[config.mk]
export PLATFORM = sky130hd
export DESIGN_NAME = pll_divider_multiplier_search
export DESIGN_NICKNAME = d
export VERILOG_FILES = /design/src/sv/pdms_pkg.sv /design/src/sv/pdms_divider.sv /design/src/sv/pll_divider_multiplier_search.sv
export VERILOG_INCLUDE_DIRS = /design/src /design/src/sv
export SDC_FILE = /design/constraint.sdc
export NUM_CORES = 1
export LEC_CHECK = 0
export ABC_AREA = 1
export BUFFER_PORTS_ARGS = -buffer_cell sky130_fd_sc_hd__buf_2
export CAP_MARGIN = 20
export CORE_ASPECT_RATIO = 1.75
export CORE_MARGIN = 5
export CORE_UTILIZATION = 45
export DETAILED_ROUTE_END_ITERATION = 8
export PLACE_DENSITY = 0.73
export SLEW_MARGIN = 20
export SYNTH_ARGS = -nofsm -noshare
export SYNTH_HDL_FRONTEND = slang
export SYNTH_SLANG_ARGS = --single-unit
[constraint.sdc]
create_clock -name clk -period 15.5 [get_ports clk]
set_input_delay 2.325 -clock clk [delete_from_list [all_inputs] [get_ports clk]]
set_output_delay 2.325 -clock clk [all_outputs]
set_load 0.005 [all_outputs]
[src/sv/pll_divider_multiplier_search_macros.svh]
// Assertion macros for the PLL divider and multiplier search block.
`ifndef PLL_DIVIDER_MULTIPLIER_SEARCH_MACROS_SVH
`define PLL_DIVIDER_MULTIPLIER_SEARCH_MACROS_SVH

// Check a property on every clock edge outside reset.
`define PDMS_ASSERT(lbl, prop, msg) \
    lbl: assert property (@(posedge clk) disable iff (!rst_n) prop) else $error(msg);

// Check a property on every clock edge, reset included.
`define PDMS_ASSERT_ALWAYS(lbl, prop, msg) \
    lbl: assert property (@(posedge clk) prop) else $error(msg);

`endif

[src/sv/pdms_pkg.sv]
// Package with types and constants of the PLL divider and multiplier search.
package pdms_pkg;

    localparam int TgtW  = 26;  // target / 10
    localparam int SrcW  = 24;  // source / 10, also the divisor width
    localparam int VinW  = 18;  // PLL input frequency after range check
    localparam int MulW  = 9;
    localparam int DivW  = 6;
    localparam int QW    = 32;  // dividend and quotient width
    localparam int CandW = VinW + MulW;
    localparam int CntW  = 6;   // holds QW itself

    localparam logic [DivW-1:0] DivFirst = 6'd2;
    localparam logic [DivW-1:0] DivLast  = 6'd63;
    localparam logic [MulW-1:0] MulMin   = 9'd192;
    localparam logic [MulW-1:0] MulMax   = 9'd432;
    localparam logic [VinW-1:0] VinMin   = 18'(1 * 1000 * 1000 / 10);
    localparam logic [VinW-1:0] VinMax   = 18'(2 * 1000 * 1000 / 10);
    localparam logic [SrcW-1:0] Scale    = 24'd10;
    localparam logic [CntW-1:0] DivSteps = 6'(QW);

    typedef struct packed {
        logic            start;
        logic [QW-1:0]   dividend;
        logic [SrcW-1:0] divisor;
    } div_req_t;

    typedef struct packed {
        logic          busy;
        logic          done;
        logic [QW-1:0] quotient;
    } div_rsp_t;

    typedef enum logic [8:0] {
        S_IDLE = 9'b000000001,
        S_WT   = 9'b000000010,
        S_WS   = 9'b000000100,
        S_WVIN = 9'b000001000,
        S_WM   = 9'b000010000,
        S_CAND = 9'b000100000,
        S_CMP  = 9'b001000000,
        S_ADV  = 9'b010000000,
        S_OUT  = 9'b100000000
    } state_t;

endpackage

[src/sv/pdms_divider.sv]
// Shared restoring divider, one quotient bit per cycle.
module pdms_divider
    import pdms_pkg::*;
(
    input  logic     clk,
    input  logic     rst_n,
    input  div_req_t req,
    output div_rsp_t rsp
);

    logic [SrcW-1:0] rem_reg, rem_next;
    logic [QW-1:0]   quo_reg, quo_next;
    logic [SrcW-1:0] dsr_reg, dsr_next;
    logic [CntW-1:0] cnt_reg, cnt_next;
    logic            busy_reg, busy_next;
    logic            done_reg, done_next;

    logic [SrcW:0] trial;
    logic [SrcW:0] diff;
    logic          fits;

    assign trial = {rem_reg, quo_reg[QW-1]};
    assign diff  = trial - {1'b0, dsr_reg};
    assign fits  = trial >= {1'b0, dsr_reg};

    always_comb
    begin
        rem_next  = rem_reg;
        quo_next  = quo_reg;
        dsr_next  = dsr_reg;
        cnt_next  = cnt_reg;
        busy_next = busy_reg;
        done_next = 1'b0;
        if (req.start)
        begin
            rem_next  = '0;
            quo_next  = req.dividend;
            dsr_next  = req.divisor;
            cnt_next  = DivSteps;
            busy_next = 1'b1;
        end
        else if (busy_reg)
        begin
            // shift in one dividend bit, subtract when the divisor fits
            rem_next = fits ? diff[SrcW-1:0] : trial[SrcW-1:0];
            quo_next = {quo_reg[QW-2:0], fits};
            cnt_next = cnt_reg - 1'b1;
            if (cnt_reg == 6'd1)
            begin
                busy_next = 1'b0;
                done_next = 1'b1;
            end
        end
    end

    always_ff @(posedge clk or negedge rst_n)
    begin
        if (!rst_n)
        begin
            busy_reg <= 1'b0;
            done_reg <= 1'b0;
            cnt_reg  <= '0;
        end
        else
        begin
            busy_reg <= busy_next;
            done_reg <= done_next;
            cnt_reg  <= cnt_next;
        end
    end

    always_ff @(posedge clk)
    begin
        rem_reg <= rem_next;
        quo_reg <= quo_next;
        dsr_reg <= dsr_next;
    end

    assign rsp.busy     = busy_reg;
    assign rsp.done     = done_reg;
    assign rsp.quotient = quo_reg;

endmodule

[src/sv/pll_divider_multiplier_search.sv]
// Top level: PLL input divider and multiplier search around a shared divider.
// Flow: two divisions scale the inputs; each divider 2..63 then costs a division for its
// PLL input, another when that input is in range, and a candidate and compare step when
// its multiplier is in range too.
// Throughput: one item at a time; the next item is taken after the result is taken.
// Reset: rst_n clears the sequencer and the divider control; no result is pending.
module pll_divider_multiplier_search
    import pdms_pkg::*;
(
    input  logic        clk,
    input  logic        rst_n,
    input  logic        s_axis_tvalid,
    output logic        s_axis_tready,
    input  logic [55:0] s_axis_tdata,  // target_hz[28:0], source_hz[55:29]
    output logic        m_axis_tvalid,
    input  logic        m_axis_tready,
    output logic [15:0] m_axis_tdata,  // divider[5:0], multiplier[14:6], zero[15]
    output logic        m_axis_tuser   // found[0]
);

    `include "pll_divider_multiplier_search_macros.svh"

    state_t state_reg, state_next;

    // search operands and running best candidate
    logic [26:0]      src_raw_reg, src_raw_next;
    logic [TgtW-1:0]  target_reg, target_next;
    logic [SrcW-1:0]  source_reg, source_next;
    logic [DivW-1:0]  d_reg, d_next;
    logic [VinW-1:0]  vin_reg, vin_next;
    logic [MulW-1:0]  mul_reg, mul_next;
    logic [CandW-1:0] cand_reg, cand_next;
    logic [CandW-1:0] best_err_reg, best_err_next;
    logic [DivW-1:0]  best_div_reg, best_div_next;
    logic [MulW-1:0]  best_mul_reg, best_mul_next;
    logic             have_reg, have_next;

    div_req_t div_req;
    div_rsp_t div_rsp;

    logic [QW-1:0]    q;
    logic [QW-1:0]    prod;
    logic [CandW-1:0] tgt_ext;
    logic [CandW-1:0] err;
    logic [DivW-1:0]  d_inc;

    pdms_divider u_divider (
        .clk   (clk),
        .rst_n (rst_n),
        .req   (div_req),
        .rsp   (div_rsp)
    );

    assign q       = div_rsp.quotient;
    // at most 32 bits for 29-bit targets
    assign prod    = {{(QW-TgtW){1'b0}}, target_reg} * {{(QW-DivW){1'b0}}, d_reg};
    assign tgt_ext = {1'b0, target_reg};
    assign err     = (tgt_ext >= cand_reg) ? (tgt_ext - cand_reg) : (cand_reg - tgt_ext);
    assign d_inc   = d_reg + 1'b1;

    // Sequencer: every division goes through the shared divider.
    always_comb
    begin
        state_next    = state_reg;
        src_raw_next  = src_raw_reg;
        target_next   = target_reg;
        source_next   = source_reg;
        d_next        = d_reg;
        vin_next      = vin_reg;
        mul_next      = mul_reg;
        cand_next     = cand_reg;
        best_err_next = best_err_reg;
        best_div_next = best_div_reg;
        best_mul_next = best_mul_reg;
        have_next     = have_reg;
        div_req       = '0;

        case (state_reg)
            S_IDLE:
            begin
                if (s_axis_tvalid)
                begin
                    // scale the target first, hold the source for later
                    src_raw_next     = s_axis_tdata[55:29];
                    div_req.start    = 1'b1;
                    div_req.dividend = {3'b0, s_axis_tdata[28:0]};
                    div_req.divisor  = Scale;
                    state_next       = S_WT;
                end
            end
            S_WT:
            begin
                if (div_rsp.done)
                begin
                    target_next      = q[TgtW-1:0];
                    best_err_next    = {1'b0, q[TgtW-1:0]};
                    best_div_next    = DivLast;
                    best_mul_next    = MulMin;
                    have_next        = 1'b0;
                    div_req.start    = 1'b1;
                    div_req.dividend = {5'b0, src_raw_reg};
                    div_req.divisor  = Scale;
                    state_next       = S_WS;
                end
            end
            S_WS:
            begin
                if (div_rsp.done)
                begin
                    source_next      = q[SrcW-1:0];
                    d_next           = DivFirst;
                    div_req.start    = 1'b1;
                    div_req.dividend = {8'b0, q[SrcW-1:0]};
                    div_req.divisor  = {18'b0, DivFirst};
                    state_next       = S_WVIN;
                end
            end
            S_WVIN:
            begin
                if (div_rsp.done)
                begin
                    // drop the divider when the PLL input leaves its range
                    if (q >= {14'b0, VinMin} && q <= {14'b0, VinMax})
                    begin
                        vin_next         = q[VinW-1:0];
                        div_req.start    = 1'b1;
                        div_req.dividend = prod;
                        div_req.divisor  = source_reg;
                        state_next       = S_WM;
                    end
                    else
                    begin
                        state_next = S_ADV;
                    end
                end
            end
            S_WM:
            begin
                if (div_rsp.done)
                begin
                    if (q >= {23'b0, MulMin} && q <= {23'b0, MulMax})
                    begin
                        mul_next   = q[MulW-1:0];
                        state_next = S_CAND;
                    end
                    else
                    begin
                        state_next = S_ADV;
                    end
                end
            end
            S_CAND:
            begin
                cand_next  = {{(CandW-VinW){1'b0}}, vin_reg} * {{(CandW-MulW){1'b0}}, mul_reg};
                state_next = S_CMP;
            end
            S_CMP:
            begin
                // strictly better only: an equal error keeps the earlier divider
                if (err < best_err_reg)
                begin
                    best_err_next = err;
                    best_div_next = d_reg;
                    best_mul_next = mul_reg;
                    have_next     = 1'b1;
                    state_next    = (err == '0) ? S_OUT : S_ADV;
                end
                else
                begin
                    state_next = S_ADV;
                end
            end
            S_ADV:
            begin
                if (d_reg == DivLast)
                begin
                    state_next = S_OUT;
                end
                else
                begin
                    d_next           = d_inc;
                    div_req.start    = 1'b1;
                    div_req.dividend = {8'b0, source_reg};
                    div_req.divisor  = {18'b0, d_inc};
                    state_next       = S_WVIN;
                end
            end
            S_OUT:
            begin
                if (m_axis_tready)
                begin
                    state_next = S_IDLE;
                end
            end
            default:
            begin
                state_next = S_IDLE;
            end
        endcase
    end

    always_ff @(posedge clk or negedge rst_n)
    begin
        if (!rst_n)
        begin
            state_reg <= S_IDLE;
        end
        else
        begin
            state_reg <= state_next;
        end
    end

    always_ff @(posedge clk)
    begin
        src_raw_reg  <= src_raw_next;
        target_reg   <= target_next;
        source_reg   <= source_next;
        d_reg        <= d_next;
        vin_reg      <= vin_next;
        mul_reg      <= mul_next;
        cand_reg     <= cand_next;
        best_err_reg <= best_err_next;
        best_div_reg <= best_div_next;
        best_mul_reg <= best_mul_next;
        have_reg     <= have_next;
    end

    // The best registers start at the not-found answer, so they drive the item as is.
    assign s_axis_tready = (state_reg == S_IDLE);
    assign m_axis_tvalid = (state_reg == S_OUT);
    assign m_axis_tdata  = {1'b0, best_mul_reg, best_div_reg};
    assign m_axis_tuser  = have_reg;

    `PDMS_ASSERT(a_found_in_range,
        (m_axis_tvalid && m_axis_tuser) |->
            (best_mul_reg >= MulMin && best_mul_reg <= MulMax && best_div_reg >= DivFirst),
        "found result carries an out-of-range setting")
    `PDMS_ASSERT(a_busy_not_ready,
        (div_rsp.busy || m_axis_tvalid) |-> !s_axis_tready,
        "input ready while a search or a result is pending")
    `PDMS_ASSERT(a_start_when_free,
        div_req.start |-> (!div_rsp.busy && (div_rsp.done || s_axis_tready || state_reg == S_ADV)),
        "divider started while still working")
    `PDMS_ASSERT_ALWAYS(a_reset_quiet,
        !rst_n |=> !m_axis_tvalid,
        "result valid during reset")

endmodule
== After elaboration in Yosys (flattened, before gate mapping) ==
Cells that the tools add are included.
Widths: inputs -> output; s select.

* Bits in registers: 277
* Bits of input ports: 60
* Output and inout bits: 19
* Word-level logic and storage cells: 114

* Add/sub/neg operators: 5
* $mul: 2
* Order comparisons: 7
* Equal/unequal tests: 20
* Multiplexer cells: 46
* Reduce and logical (&&, ||, !) cells: 15

{| class="wikitable"
|+ Operators with widths
! cell !! number
|-
| $mux 57 || 6
|-
| $pmux 57 s5 || 1
|-
| $mux 9 || 11
|-
| $mux 27 || 3
|-
| $pmux 9 s9 || 1
|-
| $mux 32 || 2
|-
| $pmux 27 s2 || 1
|-
| $mux 6 || 6
|-
| $ge 32x17->1 const B || 1
|-
| $ge 32x8->1 const B || 1
|-
| $le 32x18->1 const B || 1
|-
| $le 32x9->1 const B || 1
|-
| $mul 26x6->32 || 1
|-
| $ge 26x27->1 || 1
|-
| $logic_not 27->1 || 1
|-
| $lt 27x27->1 || 1
|-
| $mul 18x9->27 || 1
|-
| $sub 26x27->27 || 1
|-
| $sub 27x26->27 || 1
|-
| $ge 25x24->1 || 1
|-
| $mux 24 || 1
|-
| $pmux 6 s2 || 2
|-
| $sub 24x24->24 || 1
|-
| $pmux 9 s2 || 1
|-
| 24 further kinds || 47
|}

== Longest topological paths before layout ==
Gate-level depths: netlist (run 1).

* Word-level depth: 7
* Mapped depth: 27
* Mapped depth without buffers: 26

== Modules after synthesis ==
From an unflattened synthesis (run 1), not the netlist that was laid out.

* Cells, all modules: 3786
* Area, all modules: 28162.0 sq um

{| class="wikitable"
|+ By module, submodules not included
! module !! times used !! cells an instance !! area an instance (sq um) !! sequential area each (sq um)
|-
| pll_divider_multiplier_search || 1 || 3027 || 22572.9 || 5631.7
|-
| pdms_divider || 1 || 759 || 5589.1 || 2362.3
|}

== Worst setup path before layout (run 1) ==
OpenSTA, ideal clock, no wires.

* Kind: reg-to-reg
* Start: register target_reg[2]
* End: register best_div_reg[0], enable pin
* Setup time: 0.458 ns
* Data arrival time: 5.115 ns
* Data required time: 15.042 ns
* Path slack: 9.928 ns
* Cell stages (with the launch flop): 25
* Path buffers: 2
* Clock period less this slack: 5.572 ns
* Cells stage by stage: edfxtp_1 inv_1 ha_1 buf_2 a21oi_2 nand2_1 nand3_2 nand3_2 nand2_4 inv_2 nor2_4 buf_6 nand2_1 nand2_1 inv_1 ha_1 a21oi_1 o21ai_0 nand2_1 o2111ai_1 a21oi_1 nor2_1 nor2_1 nor2_1 a21oi_1

* Longest elaborated chain between the ends: 5
* Elaborated cells between the ends (all ways): 7
* Those cells by class: add/sub: 2; order compare: 2; eq/ne: 1; mux: 1; reduce/logical: 1

{| class="wikitable"
|+ Ends and longest elaborated chain
! element !! line !! text
|-
| start: declaration || pll_divider_multiplier_search.sv:27 || <nowiki>logic [TgtW-1:0] target_reg, target_next;</nowiki>
|-
| start signal: assignment || pll_divider_multiplier_search.sv:217 || <nowiki>target_reg <= target_next;</nowiki>
|-
| $sub 27x26->27 (tied with other cells) || pll_divider_multiplier_search.sv:58 || <nowiki>assign err = (tgt_ext >= cand_reg) ? (tgt_ext - cand_reg) : (cand_reg - tgt_ext);</nowiki>
|-
| $mux 27 (*) || pll_divider_multiplier_search.sv:58 ||
|-
| $lt 27x27->1 (*) || pll_divider_multiplier_search.sv:160 || <nowiki>if (err < best_err_reg)</nowiki>
|-
| $ne 2x2->1 (no source line) (*) || n/a ||
|-
| $reduce_and 3->1 (no source line) (*) || n/a ||
|-
| end signal: assignment || pll_divider_multiplier_search.sv:224 || <nowiki>best_div_reg <= best_div_next;</nowiki>
|-
| end: declaration || pll_divider_multiplier_search.sv:34 || <nowiki>logic [DivW-1:0] best_div_reg, best_div_next;</nowiki>
|}

Mark *: on every way between the ends. The rest lies on a longest branch, timed or not.
A chain may end at the register's enable or synchronous reset.

== Worst setup path after layout (run 1) ==
* Start: register d_reg[4]
* End: register u_divider.quo_reg[26], data pin

* Longest elaborated chain between the ends: 5
* Elaborated cells between the ends (all ways): 7
* Those cells by class: mul: 1; eq/ne: 1; mux: 5

{| class="wikitable"
|+ Ends and longest elaborated chain
! element !! line !! text
|-
| start: declaration || pll_divider_multiplier_search.sv:29 || <nowiki>logic [DivW-1:0] d_reg, d_next;</nowiki>
|-
| start signal: assignment || pll_divider_multiplier_search.sv:219 || <nowiki>d_reg <= d_next;</nowiki>
|-
| $mul 26x6->32 || pll_divider_multiplier_search.sv:56 || <nowiki>assign prod = {{(QW-TgtW){1'b0}}, target_reg} * {{(QW-DivW){1'b0}}, d_reg};</nowiki>
|-
| $mux 57 || pll_divider_multiplier_search.sv:123 || <nowiki>if (q >= {14'b0, VinMin} && q <= {14'b0, VinMax})</nowiki>
|-
| $mux 57 || pll_divider_multiplier_search.sv:120 || <nowiki>if (div_rsp.done)</nowiki>
|-
| $pmux 57 s5 (*) || pll_divider_multiplier_search.sv:78 || <nowiki>case (state_reg)</nowiki>
|-
| $mux 32 (*) || pdms_divider.sv:34 || <nowiki>if (req.start)</nowiki>
|-
| named net u_divider.quo_next[26] || pdms_divider.sv:12 || <nowiki>logic [QW-1:0] quo_reg, quo_next;</nowiki>
|-
| end signal: assignment || pdms_divider.sv:75 || <nowiki>quo_reg <= quo_next;</nowiki>
|-
| end: declaration || pdms_divider.sv:12 ||
|}

Mark *: on every way through the listed nets, which the timed path passes. The rest lies on a longest branch.

==> results of run 1 <==
worst reg2reg max path, stage by stage (launching register included):
cell and delay [ns]:
edfxtp_1 1.11, nand2_1 0.23, fa_1 0.55, fa_1 0.53
fa_1 0.55, inv_1 0.04, ha_1 0.34, a21oi_1 0.15
nand2_1 0.10, a21oi_1 0.26, o21ai_0 0.21, a21boi_0 0.53
inv_1 0.12, nand2_1 0.08, nand2_1 0.08, nand2_1 0.06
nand2_1 0.05, o21ai_0 0.18, nand4_1 0.15
synthesized netlist by cell type, types with 46 or more instances:
cell type / n
a21oi_1: 171
xor2_1: 50
edfxtp_1: 236
nand4_1: 46
inv_1: 783
nand3_1: 121
nor2_1: 196
o21ai_0: 118
fa_1: 213
clkbuf_1: 58
ha_1: 192
nand2_1: 987
logic make-up after synthesis:
kind of cell	after synthesis	synth area share
AO/OA/AOI/OAI	415	0.0885
XOR/XNOR	80	0.0257
adder cells (fa/ha/maj)	405	0.245
buffers and inverters	901	0.127
flip-flops	277	0.294
other	1	0.000138
AND/OR/NAND/NOR	1446	0.220
path summary, 6_finish.rpt:
path | startpoint | to | slack, ns | depth (start not counted)
hold / removal | u_divider.rem_reg[14] | u_divider.rem_reg[14] | 0.49 | 2
setup reg to reg | d_reg[4] | u_divider.quo_reg[26] | 9.87 | 18
min in group asynchronous | rst_n | u_divider.cnt_reg[0] | 1.68 | 1
hold reg to reg | u_divider.rem_reg[14] | u_divider.rem_reg[14] | 0.49 | 2
setup / recovery | d_reg[4] | u_divider.quo_reg[26] | 9.87 | 18
max in group asynchronous | rst_n | state_reg[0] | 13.48 | 1
metrics by stage:
step                std cells  power, mW  setup slack, ns  area, um^2  hold slack [ns]
floorplan                3525       1.85             9.93       27200            0.446
global placement         4299       2.21            10.02       28300            0.466
detailed placement       4299       2.24             9.99       28300            0.472
CTS                      4359       3.09             9.97       29400            0.481
global route             4360       3.27             9.55       29500            0.495
finish                   4362       3.11             9.87       29500            0.486
where the power goes:
part	total (mW)	switching, mW	internal [mW]
sequential	1.25	0.244	1.01
combinational	1.01	0.649	0.358
clock	0.845	0.343	0.502
routing by layer:
layer | vias to the layer above | track usage
met5 | - | 0
met4 | 0 | 0.197
met3 | 355 | 0.0319
met2 | 873 | 0.476
met1 | 11200 | 0.254
li1 | 11000 | -
final cells by class:
type                       count  area share
clock buffer                  39      0.0302
inverter                     799       0.102
tap                          786      0.0334
antenna                        2    0.000170
clock inverter                21     0.00981
sequential                   277       0.271
timing repair buffer          91      0.0169
multi-input combinational   2347       0.536
layout by cell type, fill, tap and decap left out, types with 30 or more instances in the layout:
cell type  instances
buf_2             77
xor2_1            50
edfxtp_1         236
nand4_1           46
fa_1             213
inv_1            783
o21ai_0          118
clkbuf_16         34
nand2_1          986
a21oi_1          170
nand3_1          121
nor2_1           195
ha_1             192
xnor2_1           30
==> run_results.csv, run 1 <==
group,metric,value,unit
finish,fillers,5868,
outcome,status,"complete, no violations",
hold_path,min_path_type,"register to register",
clock_tree,post_cts_buffers,0,
yosys,synth_edf_count,236,
drt,drt_wl_total,84.1,mm
finish,largest_reg_flops,32,
placed_design,place_hpwl,67.1,mm
flow_run,max-cap-violations,0,
yosys,ys_ff_latch,277,
drt,dr_wl_met2,44.2,mm
die,fp-row-count,119,
timing,setup_viol,0,
finish,multi_input_comb_area,15800,um^2
grt,grt_pass1_vias,24600,
setup_path,required,15.79,ns
die,start_util,0.453,
timing,report.final.slew_viol_count,0,
grt,grt_usage,0.256,
power_and_ir_drop,ir_worst_vdd,0.000130,V
setup_path,slowest_delay,1.11,ns
yosys,post-synth-top-area-cell,"edfxtp_1",
drt,drt-met1-wl,27.8,mm
finish,post-route-util,0.490,
setup_path,critPathKind,"register to register",
setup_path,crit_family,"adder cells",
die,die_width,196,um
yosys,ys_types,58,
setup_path,critPathLaunchType,"register",
clock_tree,root_buffer,"clkbuf_16",
timing,fmax,0.178,GHz
timing,finalSetupTns,0,ns
finish,drive_above_1_share,0.0610,
timing,period_minus_slack,5.63,ns
setup_path,crit_arrival,5.92,ns
timing,hold_violations,0,
die,fp.coreArea,60200,um^2
setup_path,critPathMostFrequentCell,"nand2_1",
yosys,ys_seq_area_frac,0.294,
timing,slew_headroom,0.219,
yosys,yosysWarnings,0,
timing,rsz0062_at_grt,"no",
power_and_ir_drop,power_density,105,nW/um^2
placed_design,port_buffers,77,
yosys,synth_cells,3525,
clock_tree,numCtsBuffers,34,
setup_path,critPathMaxFanout,28,
clock_tree,cts_tree,"built",
drt,dr_wl_met3,4.40,mm
grt,grt_start_max_net_pins,69,
setup_path,path_buf_inv,2,
drt,drt-pass1-iter-count,5,
yosys,syn_area_per_cell,7.72,um^2
timing,tightest_slew,1.17,ns
setup_path,crit_chain,"nand2_1 > fa_1 > fa_1 > fa_1 > inv_1 > ha_1 > a21oi_1 > nand2_1 > a21oi_1 > o21ai_0 > a21boi_0 > inv_1 > nand2_1 > nand2_1 > nand2_1 > nand2_1 > o21ai_0 > nand4_1",
drt,top_layer_used,"met4",
finish,nets,4015,
drt,vias,23500,
die,dieArea,65700,um^2
clock_tree,clock_latency,0.57,ns
drt,first_iter_violations,1653,
placed_design,gp_congestion,1.07,
drt,drcViolationCount,0,
grt,gr-total-overflow,0,
setup_path,worstSetupEndpointType,"register",
timing,skew,0.0338,ns
power_and_ir_drop,power_leakage,15.5,nW
yosys,synth_area_leaders,"edfxtp_1, fa_1, nand2_1",
die,die_y,335,um
finish,area_delta_synth_final,8.18,%
timing,timing.final.crit_share,0.363,
grt,grt_pass1_wl,131,mm
yosys,yosys.area.top_type_share,0.260,
drt,postRouteAntennaNets,0,
setup_path,critPathSlowestCell,"edfxtp_1",
finish,regArea,7990,um^2
yosys,ys.flop_type,"edfxtp_1",
clock_tree,htree_levels,2,
grt,antenna_found_initial,0,
yosys,synth_nets,3990,
die,ioPinCount,79,
clock_tree,cts_resized,0,
yosys,async_flop_share,0.0614,
yosys,synth_area,27200,um^2
clock_tree,clkTransAtPathRegs,0.07,ns
clock_tree,clock_path_buffers,3,
clock_tree,hold_buffers,0,
clock_tree,clock_sinks,277,
drt,wire_per_inst,19.3,um
drt,viasPerCell,5.39,
No activity file was read; power rests on OpenSTA's default activity.
==> run 2: changes to the inputs <==
--- a/config.mk
+++ b/config.mk
@@ -6,7 +6,7 @@
 export SDC_FILE = /design/constraint.sdc
 export NUM_CORES = 1
 export LEC_CHECK = 0
-export ABC_AREA = 1
+export ABC_AREA = 0
 export BUFFER_PORTS_ARGS = -buffer_cell sky130_fd_sc_hd__buf_2
 export CAP_MARGIN = 20
 export CORE_ASPECT_RATIO = 1.75
==> constraint.sdc (replaced) <==
create_clock -name clk -period 5.9 [get_ports clk]
set_input_delay 0.885 -clock clk [delete_from_list [all_inputs] [get_ports clk]]
set_output_delay 0.885 -clock clk [all_outputs]
set_load 0.005 [all_outputs]
==> run 2 against run 1 <==
  * Core utilization rose by 1.8 points
  * Area after synthesis decreased by 8.2%
  * First-iteration DRC count shrank 28%
==> run_results.csv, run 2 <==
group,metric,value,unit
yosys,yosysWarnings,0,
yosys,synth_area_leaders,"edfxtp_1, fa_1, ha_1",
timing,setup_viol,0,
yosys,yosys.area.top_type_share,0.284,
finish,nets,3210,
finish,layout_commonest_cell,"inv_1",
timing,timing.final.crit_share,0.950,
grt,grt_pass1_vias,21000,
hold_path,min_path_type,"input port to async pin",
timing,slew_headroom,0.346,
timing,finalSetupTns,0,ns
die,fp.coreArea,55200,um^2
setup_path,critPathLaunchType,"register",
timing,fmax,0.178,GHz
power_and_ir_drop,power_leakage,13.0,nW
drt,first_iter_violations,1187,
yosys,synth_nets,3058,
power_and_ir_drop,sequentialPowerShare,0.431,
die,fp-row-count,114,
flow_run,max-cap-violations,0,
setup_path,critPathMaxFanout,13,
grt,grt_usage,0.233,
yosys,yosysMostFrequentCell,"inv_1",
setup_path,required,6.18,ns
clock_tree,clock_path_buffers,3,
placed_design,pre_cts_ws,0.156,ns
drt,vias,19500,
timing,tightest_slew,0.980,ns
grt,antenna_found_initial,0,
drt,viasPerCell,5.63,
clock_tree,numCtsBuffers,28,
die,die_y,322,um
outcome,status,"complete, no violations",
clock_tree,cts_tree,"built",
clock_tree,hold_buffers,0,
placed_design,gp_congestion,0.958,
power_and_ir_drop,p_int,4.70,mW
placed_design,place_hpwl,57.0,mm
timing,hold_violations,0,
timing,skew,0.0192,ns
power_and_ir_drop,ir_worst_vdd,0.000289,V
grt,grt_start_max_net_pins,59,
setup_path,worstSetupEndpointType,"register",
setup_path,rrSetupSlack,0.29,ns
clock_tree,clock_latency,0.57,ns
finish,layout_common_cells,"inv_1, nand2_1, edfxtp_1, fa_1, and2_1",
power_and_ir_drop,power_switching,2.55,mW
timing,fin_ws,0.292,ns
finish,drive_above_1_share,0.118,
die,dieArea,60500,um^2
timing,report.final.slew_viol_count,0,
die,ioPinCount,79,
yosys,yosys-top-cells-count,"inv_1, nand2_1, edfxtp_1, fa_1, and2_1",
die,die_width,188,um
power_and_ir_drop,combinationalPowerShare,0.302,
clock_tree,root_buffer,"clkbuf_16",
yosys,synth_cells,2593,
setup_path,crit_arrival,5.88,ns
power_and_ir_drop,power_density,259,nW/um^2
yosys,async_flop_share,0.0614,
yosys,post-synth-top-area-cell,"edfxtp_1",
placed_design,port_buffers,77,
yosys,synth_area,25000,um^2
drt,drt_wl_total,70.9,mm
drt,wire_per_inst,20.5,um
power_and_ir_drop,clkPwrFrac,0.267,
yosys,ys_ff_latch,277,
clock_tree,htree_levels,1,
yosys,ys.flop_type,"edfxtp_1",
yosys,ys_types,82,
timing,rsz0062_at_grt,"no",
grt,grt_pass1_wl,112,mm
setup_path,critPathKind,"register to register",
finish,antenna_cells,0,
yosys,syn_area_per_cell,9.64,um^2
drt,drcViolationCount,0,
timing,period_minus_slack,5.61,ns
finish,area_delta_synth_final,12.1,%
drt,drt-pass1-iter-count,7,
yosys,ys_seq_area_frac,0.320,
drt,postRouteAntennaNets,0,
yosys,synth_edf_count,236,
clock_tree,clkTransAtPathRegs,0.07,ns
die,start_util,0.453,
setup_path,r2r_cells,19,
clock_tree,clock_sinks,277,
power_and_ir_drop,switching_share,0.352,
grt,gr-total-overflow,0,
finish,largest_reg_flops,32,
[run 2: final cells by class]
class | count | area (um^2)
multi-input cells | 1822 | 15100
clock buffers | 39 | 826
flip-flops and latches | 277 | 7990
repair buffers | 240 | 1660
fillers | 4990 | 27200
inverters | 376 | 1410
well taps | 696 | 871
clock inverters | 13 | 155
[run 2: power by group through the flow]
| stage | Clock (mW) | Combinational (mW) | Sequential [mW] |
|---|---|---|---|
| 3_5_place_dp | 0 | 2.17 | 3.14 |
| 2_1_floorplan | 0 | 1.66 | 2.88 |
| 5_1_grt | 2.04 | 2.42 | 3.14 |
| 6_report | 1.94 | 2.19 | 3.12 |
| 3_3_place_gp | 0 | 2.07 | 3.13 |
| 4_1_cts | 1.96 | 2.18 | 3.11 |
[run 2: cell families after synthesis]
kind of cell    share of synthesized area
buf+inv                            0.0778
simple gates                        0.157
mux                                0.0146
fa+ha+maj                           0.267
other cells                      0.000150
xor+xnor                           0.0343
flops                               0.320
compound gates                      0.130
[run 2: critical path, cell delays in order, from the launching register on]
cell and delay (ns):
edfxtp_1 0.60, and2_1 0.25, fa_1 0.50, inv_1 0.05, fa_1 0.46, fa_1 0.54
inv_1 0.04, ha_1 0.32, nor2b_1 0.16, nor3_1 0.22, o21ai_0 0.19, a21oi_1 0.20
o21ai_0 0.18, a21oi_1 0.41, a21oi_1 0.18, a41oi_1 0.42, o2111ai_1 0.18, a21oi_1 0.19
xnor2_1 0.13, o21ai_0 0.10
[run 2: per-layer routing]
layer / GRT usage / wire length, um / vias to the layer above
li1: - / - / 9017
met1: 0.230 / 24000 / 9618
met2: 0.455 / 38700 / 615
met3: 0.0217 / 2700 / 247
met4: 0.154 / 5610 / 0
met5: 0 / 0 / -
[run 2: path summary, 6_finish.rpt]
check,to,startpoint
setup / recovery,u_divider.quo_reg[31],d_reg[1]
hold / removal,u_divider.busy_reg,rst_n
setup reg to reg,u_divider.quo_reg[31],d_reg[1]
hold reg to reg,u_divider.rem_reg[23],u_divider.rem_reg[23]
max in group asynchronous,state_reg[0],rst_n
min in group clk,u_divider.rem_reg[23],u_divider.rem_reg[23]
[run 2: what timing repair did]
item / CTS / global route
resized for setup: 0 / 4
setup endpoints to repair: 0 / 3
setup buffers: 0 / 1
endpoints found under the hold margin: 0 / 0
[run 2: per-stage QoR]
stage | hold slack [ns] | std cells | utilization | power [mW] | instance area (um^2)
2_1_floorplan | 0.432 | 2593 | - | 4.54 | 25000
3_3_place_gp | 0.442 | 3410 | 0.489 | 5.20 | 27000
3_5_place_dp | 0.449 | 3410 | 0.489 | 5.31 | 27000
4_1_cts | 0.232 | 3462 | 0.507 | 7.26 | 28000
5_1_grt | 0.266 | 3463 | 0.508 | 7.60 | 28000
6_report | 0.234 | 3463 | 0.508 | 7.25 | 28000
